<file path="config.mk">
export PLATFORM = sky130hd
export DESIGN_NAME = uf2_block_parser_top
export DESIGN_NICKNAME = d
export VERILOG_FILES = /design/src/hw/rtl/ufbp_pkg.sv /design/src/hw/rtl/ufbp_fifo.sv /design/src/hw/rtl/ufbp_front.sv /design/src/hw/rtl/ufbp_back.sv /design/src/hw/rtl/uf2_block_parser_top.sv
export SDC_FILE = /design/constraint.sdc
export NUM_CORES = 2
export LEC_CHECK = 0
export BUFFER_PORTS_ARGS = -buffer_cell sky130_fd_sc_hd__buf_2
export CORE_MARGIN = 5
export CORE_UTILIZATION = 38
export CTS_CLUSTER_SIZE = 12
export DETAILED_ROUTE_END_ITERATION = 8
export SYNTH_ARGS = -nofsm -noshare
export SYNTH_HDL_FRONTEND = slang
export SYNTH_HIERARCHICAL = 1
export SYNTH_SLANG_ARGS = --single-unit
</file>
<file path="constraint.sdc">
create_clock -name clk -period 9 [get_ports clk]
set_input_delay 0 -clock clk [delete_from_list [all_inputs] [get_ports clk]]
set_output_delay 0 -clock clk [all_outputs]
set_load 0.01 [all_outputs]
</file>
<file path="src/hw/rtl/ufbp_pkg.sv">
`timescale 1ns / 1ps

package ufbp_pkg;

  localparam int unsigned BLOCK_BYTES = 512;
  localparam int unsigned POS_W = $clog2(BLOCK_BYTES);
  localparam int unsigned MAX_PAYLOAD = 476;
  localparam int unsigned LEN_W = 9;
  localparam int unsigned B2LEN_W = 17;

  localparam logic [31:0] MAGIC_HEAD0 = 32'h0A32_4655;
  localparam logic [31:0] MAGIC_HEAD1 = 32'h9E5D_5157;
  localparam logic [31:0] MAGIC_TAIL = 32'h0AB1_6F30;
  localparam logic [31:0] ADDR_NONE = 32'hFFFF_FFFF;

  localparam logic [POS_W-1:0] POS_HEAD0 = POS_W'(3);
  localparam logic [POS_W-1:0] POS_HEAD1 = POS_W'(7);
  localparam logic [POS_W-1:0] POS_ADDRESS = POS_W'(15);
  localparam logic [POS_W-1:0] POS_LENGTH = POS_W'(19);
  localparam logic [POS_W-1:0] POS_LAST = POS_W'(BLOCK_BYTES - 1);

  localparam logic [31:0] RST_BOOT2_BASE = 32'h1000_0000;
  localparam logic [B2LEN_W-1:0] RST_BOOT2_LENGTH = B2LEN_W'(256);
  localparam logic [31:0] RST_SLOT_LENGTH = 32'h0010_0000;
  localparam logic [31:0] RST_APP_BASE = 32'h1000_0000;

  typedef enum logic {
    KIND_BYTE = 1'b0,
    KIND_FINISH = 1'b1
  } kind_t;

  typedef enum logic [1:0] {
    REG_BOOT2_BASE = 2'd0,
    REG_BOOT2_LENGTH = 2'd1,
    REG_SLOT_LENGTH = 2'd2,
    REG_APP_BASE = 2'd3
  } reg_index_t;

  typedef enum logic [2:0] {
    ST_OK = 3'd0,
    ST_NO_BLOCKS = 3'd1,
    ST_TOO_LARGE = 3'd2,
    ST_BAD_SIZE = 3'd3,
    ST_OUTSIDE = 3'd4
  } status_t;

  typedef struct packed {
    kind_t kind;
    logic ok;
    logic [31:0] addr;
    logic [LEN_W-1:0] size;
  } event_t;

  typedef struct packed {
    kind_t result_kind;
    logic block_ok;
    logic [31:0] target_address;
    logic [LEN_W-1:0] payload_length;
    logic [LEN_W-1:0] copy_from;
    logic [LEN_W-1:0] copy_length;
    logic [31:0] dest_offset;
    status_t status;
    logic [31:0] image_low;
    logic [31:0] image_high;
  } result_t;

endpackage

</file>
<file path="src/hw/rtl/ufbp_fifo.sv">
`timescale 1ns / 1ps

module ufbp_fifo #(
  parameter int unsigned WIDTH = 8,
  parameter int unsigned DEPTH = 2
) (
  input  logic             clk,
  input  logic             rst,
  input  logic             in_valid,
  output logic             in_ready,
  input  logic [WIDTH-1:0] in_data,
  output logic             out_valid,
  input  logic             out_ready,
  output logic [WIDTH-1:0] out_data
);

  localparam int unsigned AW = (DEPTH > 1) ? $clog2(DEPTH) : 1;
  localparam int unsigned CW = $clog2(DEPTH + 1);

  logic [WIDTH-1:0] slots [DEPTH];
  logic [AW-1:0] wr_ptr;
  logic [AW-1:0] rd_ptr;
  logic [CW-1:0] count;
  logic do_wr;
  logic do_rd;

  assign in_ready = (count != CW'(DEPTH));
  assign out_valid = (count != '0);
  assign do_wr = in_valid && in_ready;
  assign do_rd = out_valid && out_ready;
  assign out_data = slots[rd_ptr];

  always_ff @(posedge clk) begin
    if (do_wr) begin
      slots[wr_ptr] <= in_data;
    end
  end

  always_ff @(posedge clk) begin
    if (rst) begin
      wr_ptr <= '0;
      rd_ptr <= '0;
      count <= '0;
    end else begin
      if (do_wr) begin
        wr_ptr <= (wr_ptr == AW'(DEPTH - 1)) ? '0 : wr_ptr + AW'(1);
      end
      if (do_rd) begin
        rd_ptr <= (rd_ptr == AW'(DEPTH - 1)) ? '0 : rd_ptr + AW'(1);
      end
      if (do_wr && !do_rd) begin
        count <= count + CW'(1);
      end else if (do_rd && !do_wr) begin
        count <= count - CW'(1);
      end
    end
  end

endmodule

</file>
<file path="src/hw/rtl/ufbp_front.sv">
`timescale 1ns / 1ps

module ufbp_front (
  input  logic            clk,
  input  logic            rst,
  input  logic            push,
  output logic            full,
  input  logic            kind,
  input  logic [7:0]      data_byte,
  output logic            ev_valid,
  input  logic            ev_ready,
  output ufbp_pkg::event_t ev
);

  import ufbp_pkg::*;

  logic [POS_W-1:0] byte_position;
  logic [31:0] word_shift;
  logic [31:0] word_shift_next;
  logic head_magic_ok;
  logic [31:0] captured_address;
  logic [31:0] captured_length;
  logic accept;
  logic is_finish;
  logic at_last;

  assign full = !ev_ready;
  assign accept = push && ev_ready;
  assign is_finish = (kind == KIND_FINISH);
  assign at_last = (byte_position == POS_LAST);
  assign word_shift_next = {data_byte, word_shift[31:8]};

  assign ev_valid = accept && (is_finish || at_last);

  always_comb begin
    ev.kind = is_finish ? KIND_FINISH : KIND_BYTE;
    ev.ok = !is_finish && head_magic_ok && (word_shift_next == MAGIC_TAIL)
            && (captured_length != '0) && (captured_length <= 32'(MAX_PAYLOAD));
    ev.addr = captured_address;
    ev.size = captured_length[LEN_W-1:0];
  end

  always_ff @(posedge clk) begin
    if (rst) begin
      byte_position <= '0;
      word_shift <= '0;
      head_magic_ok <= 1'b0;
      captured_address <= '0;
      captured_length <= '0;
    end else if (accept) begin
      if (is_finish) begin
        byte_position <= '0;
      end else begin
        word_shift <= word_shift_next;
        unique case (byte_position)
          POS_HEAD0: head_magic_ok <= (word_shift_next == MAGIC_HEAD0);
          POS_HEAD1: head_magic_ok <= head_magic_ok && (word_shift_next == MAGIC_HEAD1);
          POS_ADDRESS: captured_address <= word_shift_next;
          POS_LENGTH: captured_length <= word_shift_next;
          default: ;
        endcase
        byte_position <= at_last ? '0 : byte_position + POS_W'(1);
      end
    end
  end

endmodule

</file>
<file path="src/hw/rtl/ufbp_back.sv">
`timescale 1ns / 1ps

module ufbp_back #(
  parameter int unsigned TALLY_BITS = 24
) (
  input  logic                   clk,
  input  logic                   rst,
  input  logic                   cfg_write,
  input  logic [1:0]             cfg_index,
  input  logic [31:0]            cfg_data,
  input  logic                   ev_valid,
  output logic                   ev_ready,
  input  ufbp_pkg::event_t       ev,
  output logic                   res_valid,
  input  logic                   res_ready,
  output ufbp_pkg::result_t      res,
  output logic [TALLY_BITS-1:0]  res_tally
);

  import ufbp_pkg::*;

  logic [31:0] boot2_base;
  logic [B2LEN_W-1:0] boot2_length;
  logic [31:0] slot_length;
  logic [31:0] app_base;
  logic [31:0] limit;
  logic [31:0] app_top;
  logic [31:0] boot2_top;

  logic [31:0] lowest_address;
  logic [31:0] highest_address;
  logic [TALLY_BITS-1:0] block_tally;

  logic s1_valid;
  kind_t s1_kind;
  logic s1_ok;
  logic [31:0] s1_addr;
  logic [LEN_W-1:0] s1_size;
  logic s1_below;
  logic [31:0] s1_overlap;
  logic [31:0] s1_far_ofs;
  logic [31:0] s1_low;
  logic [31:0] s1_high;
  logic [TALLY_BITS-1:0] s1_tally;

  logic load;
  logic [31:0] block_end;
  logic [31:0] low_next;
  logic [31:0] high_next;
  logic [TALLY_BITS-1:0] tally_next;
  logic [31:0] span;
  logic [31:0] derived;

  always_ff @(posedge clk) begin
    if (rst) begin
      boot2_base <= RST_BOOT2_BASE;
      boot2_length <= RST_BOOT2_LENGTH;
      slot_length <= RST_SLOT_LENGTH;
      app_base <= RST_APP_BASE;
      limit <= RST_SLOT_LENGTH + 32'(RST_BOOT2_LENGTH);
      app_top <= RST_APP_BASE + RST_SLOT_LENGTH;
      boot2_top <= RST_BOOT2_BASE + 32'(RST_BOOT2_LENGTH);
    end else begin
      if (cfg_write) begin
        unique case (reg_index_t'(cfg_index))
          REG_BOOT2_BASE: boot2_base <= cfg_data;
          REG_BOOT2_LENGTH: boot2_length <= cfg_data[B2LEN_W-1:0];
          REG_SLOT_LENGTH: slot_length <= cfg_data;
          REG_APP_BASE: app_base <= cfg_data;
        endcase
      end
      limit <= slot_length + 32'(boot2_length);
      app_top <= app_base + slot_length;
      boot2_top <= boot2_base + 32'(boot2_length);
    end
  end

  assign ev_ready = !s1_valid || res_ready;
  assign load = ev_valid && ev_ready;

  assign block_end = ev.addr + 32'(ev.size);
  assign low_next = (ev.addr < lowest_address) ? ev.addr : lowest_address;
  assign high_next = (block_end > highest_address) ? block_end : highest_address;
  assign tally_next = (block_tally == '1) ? block_tally : block_tally + TALLY_BITS'(1);

  always_ff @(posedge clk) begin
    if (rst) begin
      s1_valid <= 1'b0;
      lowest_address <= ADDR_NONE;
      highest_address <= '0;
      block_tally <= '0;
    end else begin
      if (load) begin
        s1_valid <= 1'b1;
      end else if (res_ready) begin
        s1_valid <= 1'b0;
      end
      if (load) begin
        if (ev.kind == KIND_FINISH) begin
          lowest_address <= ADDR_NONE;
          highest_address <= '0;
          block_tally <= '0;
        end else if (ev.ok) begin
          lowest_address <= low_next;
          highest_address <= high_next;
          block_tally <= tally_next;
        end
      end
    end
  end

  always_ff @(posedge clk) begin
    if (load) begin
      s1_kind <= ev.kind;
      s1_ok <= ev.ok;
      s1_addr <= ev.addr;
      s1_size <= ev.size;
      s1_below <= (ev.addr < boot2_top);
      s1_overlap <= boot2_top - ev.addr;
      s1_far_ofs <= ev.addr - boot2_base;
      if (ev.kind == KIND_BYTE && ev.ok) begin
        s1_low <= low_next;
        s1_high <= high_next;
        s1_tally <= tally_next;
      end else begin
        s1_low <= lowest_address;
        s1_high <= highest_address;
        s1_tally <= block_tally;
      end
    end
  end

  assign span = s1_high - s1_low;
  assign derived = s1_high - boot2_base;
  assign res_valid = s1_valid;
  assign res_tally = s1_tally;

  always_comb begin
    res.result_kind = s1_kind;
    res.block_ok = 1'b0;
    res.target_address = '0;
    res.payload_length = '0;
    res.copy_from = '0;
    res.copy_length = '0;
    res.dest_offset = '0;
    res.status = ST_OK;
    res.image_low = s1_low;
    res.image_high = s1_high;
    if (s1_kind == KIND_FINISH) begin
      priority if (s1_tally == '0 || s1_low == ADDR_NONE || s1_high <= s1_low) begin
        res.status = ST_NO_BLOCKS;
      end else if (span > limit) begin
        res.status = ST_TOO_LARGE;
      end else if (derived == '0 || derived > limit) begin
        res.status = ST_BAD_SIZE;
      end else if (s1_high > app_top) begin
        res.status = ST_OUTSIDE;
      end else begin
        res.status = ST_OK;
      end
    end else begin
      res.target_address = s1_addr;
      if (s1_ok) begin
        res.block_ok = 1'b1;
        res.payload_length = s1_size;
        if (s1_below) begin
          if (s1_overlap < 32'(s1_size)) begin
            res.copy_from = s1_overlap[LEN_W-1:0];
            res.copy_length = s1_size - s1_overlap[LEN_W-1:0];
            res.dest_offset = 32'(boot2_length);
          end
        end else begin
          res.copy_length = s1_size;
          res.dest_offset = s1_far_ofs;
        end
      end
    end
  end

endmodule

</file>
<file path="src/hw/rtl/uf2_block_parser_top.sv">
`timescale 1ns / 1ps

// UF2 block parser. Push one file byte per cycle (kind 0) or a finish item
// (kind 1); an item is taken whenever full is low, and full stays low unless
// the event queue or the result queue backs up. The 512th byte of a block
// yields one copy descriptor, a finish yields the image verdict and clears
// the lowest/highest/count accumulators; a partial block is dropped on finish.
// Each result passes the event queue, the back register and the result queue:
// the front parser feeds a 4-entry event queue, the back part
// registers each event once and derives the descriptor or verdict from that
// register, and a 2-entry result queue holds finished results for pop.
// Configuration writes must be issued while the block is idle; the limit and
// top addresses derived from them are registered from the written values.
module uf2_block_parser_top #(
  parameter int unsigned TALLY_BITS = 24
) (
  input  logic                  clk,
  input  logic                  rst,
  input  logic                  cfg_write,
  input  logic [1:0]            cfg_index,
  input  logic [31:0]           cfg_data,
  input  logic                  push,
  output logic                  full,
  input  logic                  kind,
  input  logic [7:0]            data_byte,
  output logic                  empty,
  input  logic                  pop,
  output logic                  result_kind,
  output logic                  block_ok,
  output logic [31:0]           target_address,
  output logic [8:0]            payload_length,
  output logic [8:0]            copy_from,
  output logic [8:0]            copy_length,
  output logic [31:0]           dest_offset,
  output logic [2:0]            status,
  output logic [31:0]           image_low,
  output logic [31:0]           image_high,
  output logic [TALLY_BITS-1:0] valid_blocks
);

  import ufbp_pkg::*;

  localparam int unsigned EV_W = $bits(event_t);
  localparam int unsigned RES_W = $bits(result_t) + TALLY_BITS;

  logic fe_valid;
  logic fe_ready;
  event_t fe_ev;
  logic [EV_W-1:0] fe_bits;

  logic be_valid;
  logic be_ready;
  logic [EV_W-1:0] be_bits;
  event_t be_ev;

  logic res_valid;
  logic res_ready;
  result_t res;
  logic [TALLY_BITS-1:0] res_tally;
  logic [RES_W-1:0] res_bits;

  logic out_valid;
  logic [RES_W-1:0] out_bits;
  result_t out_res;

  ufbp_front u_front (
    .clk       (clk),
    .rst       (rst),
    .push      (push),
    .full      (full),
    .kind      (kind),
    .data_byte (data_byte),
    .ev_valid  (fe_valid),
    .ev_ready  (fe_ready),
    .ev        (fe_ev)
  );

  assign fe_bits = fe_ev;

  ufbp_fifo #(
    .WIDTH (EV_W),
    .DEPTH (4)
  ) u_ev_queue (
    .clk       (clk),
    .rst       (rst),
    .in_valid  (fe_valid),
    .in_ready  (fe_ready),
    .in_data   (fe_bits),
    .out_valid (be_valid),
    .out_ready (be_ready),
    .out_data  (be_bits)
  );

  assign be_ev = be_bits;

  ufbp_back #(
    .TALLY_BITS (TALLY_BITS)
  ) u_back (
    .clk       (clk),
    .rst       (rst),
    .cfg_write (cfg_write),
    .cfg_index (cfg_index),
    .cfg_data  (cfg_data),
    .ev_valid  (be_valid),
    .ev_ready  (be_ready),
    .ev        (be_ev),
    .res_valid (res_valid),
    .res_ready (res_ready),
    .res       (res),
    .res_tally (res_tally)
  );

  assign res_bits = {res_tally, res};

  ufbp_fifo #(
    .WIDTH (RES_W),
    .DEPTH (2)
  ) u_res_queue (
    .clk       (clk),
    .rst       (rst),
    .in_valid  (res_valid),
    .in_ready  (res_ready),
    .in_data   (res_bits),
    .out_valid (out_valid),
    .out_ready (pop),
    .out_data  (out_bits)
  );

  assign empty = !out_valid;
  assign out_res = out_bits[$bits(result_t)-1:0];
  assign valid_blocks = out_bits[RES_W-1:$bits(result_t)];

  assign result_kind = out_res.result_kind;
  assign block_ok = out_res.block_ok;
  assign target_address = out_res.target_address;
  assign payload_length = out_res.payload_length;
  assign copy_from = out_res.copy_from;
  assign copy_length = out_res.copy_length;
  assign dest_offset = out_res.dest_offset;
  assign status = out_res.status;
  assign image_low = out_res.image_low;
  assign image_high = out_res.image_high;

endmodule
</file>
==> results.md <==
- Die Wd: 397.4 um
- P_int: 14010 uW
- Routed WL per cell: 22.04 um
- Ys Warns: 6
- Setup Slack @ Placement: 1.876 ns
- Total Power: 22920 uW
- CP peak stage delay: 0.67 ns
- Clock share of power: 0.229
- Number of global-route vias before repair: 38130
- Worst setup margin: 1.767 ns
- Synthesized Nets: 5506
- Max-slew violations: 0
- Design area: 0.06529 mm2
- Core footprint: 0.1496 mm2
- Most flops, register: u_res_queue/slots
- Pwr dens: 351.0 mW/mm2
- Status: finished clean
- Fill count: 14150
- Antenna Violating Nets Remaining: 0
- Distinct cell type count after synthesis: 99
- Min Tclk post-route: 7.233 ns
- Setup_tns: 0 ns
- Area of the multi-input gates: 0.02467 mm2
- Number of synthesized flops with an enable pin: 736
- Worst hold path type: input port to register
- First-pass GRT wire length: 241800 um
- Flop pwr share: 0.354
- Switching share of power: 0.3885
- Largest net degree at the start of global routing: 201
- Syn_area_per_cell: 11.27 um2
- Worst hold start: cfg_data[20]
- Leak: 0.02483 uW
- DRT iter0 DRCs: 3198
- Layout area overhead: 14.49%
- Synth Register Bits: 1146
- Clock Skew: 0.02462 ns
- Initial Util: 0.3812
- Clk sinks: 1146
- CP Buf/Inv Count: 2
- Min Hold Slack: 0.05720 ns
- Clock transition at path regs: 0.06 ns
- Die H: 397.4 um
- GPL Wtd Cong: 0.9358
- Final hold viol count: 0
- Post-synth top flop: edfxtp_1
- Gr usage total: 0.2034
- Psw: 8904 uW
- Max Cap Viol: 0
- Initial antenna violation count: 10
- Area after DPL: 0.06020 mm2
- Async SR Flop Fraction: 0
- Fmax: 0.1382 GHz
- CTS root buf: clkbuf_16
- Critical Path Start Type: register
- Vias per inst: 5.331
- I/O pins: 234
- Largest delay share family, worst path: compound AO/OA/AOI/OAI gates
- Total grt overflow: 0
- Post-cts sizing count: 0
- Final net count: 5809
- Die Area: 0.1579 mm2
- Setup crit end kind: register
- Clock Path Buffers: 3
- Critical-path top delay cell: o21ai_1
- Worst-path maximum fanout: 31
- H-tree levels: 4
- Share of post-route cells with drive strength above 1: 0.1435
- Initial DRT Pass Iterations: 6
- Vias: 39920
- Num CTS Buffers: 131
- Largest regs: u_res_queue/slots x368, u_ev_queue/slots x172
- Synth Cell Area: 0.05702 mm2
- Crit path DAT: 7.76 ns
- Buffers on Ports: 233
- Fin crit share: 0.8037
- Final wirelength: 165000 um
- Reg area: 0.03032 mm2
- Worst Max-Slew Pin Slew: 1.265 ns
- Row count: 142
- Crit Path Category: register to register
- Unrepaired setup endpoints after global routing: false
- VDD IR max: 0.1630 mV
- Worst-skew pair later-pin latency: 0.79 ns
- DP Wirelength: 119600 um
- Max-Slew Margin vs Limit: 0.1488
- Sequential element share of the synthesized area: 0.5315
- CP Data Required Time: 9.52 ns
- Setup violators final: 0
- Drc violations: 0
- Comb power frac: 0.417
- Cell chain of the critical path: buf_4 -> mux4_2 -> ha_1 -> a21boi_0 -> o21ai_0 -> a21oi_1 -> o21a_1 -> o21ai_1 -> nor2_1 -> xnor2_1 -> ha_1 -> nand4_1 -> nor2_1 -> nand3_1 -> nor3_1 -> nor4b_1 -> a21oi_1 -> o21ai_4 -> buf_4 -> mux2_2
- CTS tree: done
- Synth Instances: 5062
- Number of flip-flops in the largest register: 368
## cell type report
cell class | count | area share
flip-flops and latches | 1146 | 0.4643
inverters | 319 | 0.01857
clock buffers | 194 | 0.05663
well taps | 2016 | 0.03863
diodes | 1 | 0.00003833
repair buffers | 357 | 0.03599
clock inverters | 45 | 0.008030
multi-input cells | 3410 | 0.3778
## worst paths after layout
check | end | cells after the start | slack (ns)
setup / recovery | u_back/s1_high[10] | 20 | 1.77
hold / removal | u_back/app_base[20] | 4 | 0.06
setup reg to reg | u_back/s1_high[10] | 20 | 1.77
hold reg to reg | u_front/captured_length[12] | 2 | 0.45
## through the flow
stage                     cells  utilization
after CTS                  7487       0.4364
after global placement     7161       0.4024
after detailed placement   7161       0.4024
final                      7488       0.4364
after floorplan            5062            -
after global routing       7487       0.4364
## placed cells by master, fill, tap and decap left out, drive strengths merged, types with 44 or more instances in the layout
cell and count:
a21o 145, a21oi 428, a22o 59, and2 44, and3 46, buf 270
clkbuf 194, dfxtp 410, dlygate4sd3 87, edfxtp 736, ha 386, inv 330
mux2 217, nand2 562, nand3 77, nand4 76, nor2 263, nor2b 76
nor3 60, o21a 49, o21ai 152, xnor2 146, xor2 87
## tightest hold or removal path: cells and delay by family
family / cells / cell delay, ns
compound gates: 1 / 0.05
buf+inv: 2 / 0.68
simple gates: 1 / 0.06
## power by group through the flow
stage	Clock, uW	Combinational [uW]	Sequential (uW)
after floorplan	0	6650	7780
after global placement	0	9360	8210
after detailed placement	0	9410	8230
after CTS	5380	9530	8130
after global routing	5610	10500	8200
final	5250	9560	8110
## repair_timing
| item | in CTS | in global routing |
|---|---|---|
| buffers inserted | 0 | 0 |
| hold endpoints to repair | 222 | 0 |
| hold buffers | 87 | 0 |
## synth_stat cells (all sizes together) (77+ instances only)
master,n,area [um2]
nand3,77,385.4
a21o,145,1089
ha,386,4830
clkbuf,121,456.7
nand2,562,2110
a21oi,428,2168
mux2,217,2444
xor2,87,762.0
o21ai,152,760.7
nor2,263,987.2
xnor2,146,1279
dfxtp,410,8208
edfxtp,736,22100
inv,319,1197
## metal layers
metal,track usage,routed length [um]
met1,0.2748,72910
met5,0,7
met3,0.03819,9760
met4,0.07483,6143
met2,0.3265,76220
## logic make-up after synthesis
| group | Yosys count | share of synthesized area |
|---|---|---|
| and+or+nand+nor | 1401 | 0.1185 |
| DFF | 1146 | 0.5315 |
| AOI/OAI and AO/OA | 1083 | 0.1222 |
| buffers and inverters | 506 | 0.03750 |
| adders and majority gates | 396 | 0.08820 |
| muxes | 297 | 0.06633 |
| xor gates and xnor gates | 233 | 0.03579 |
Power figures use the tool's default switching activity.
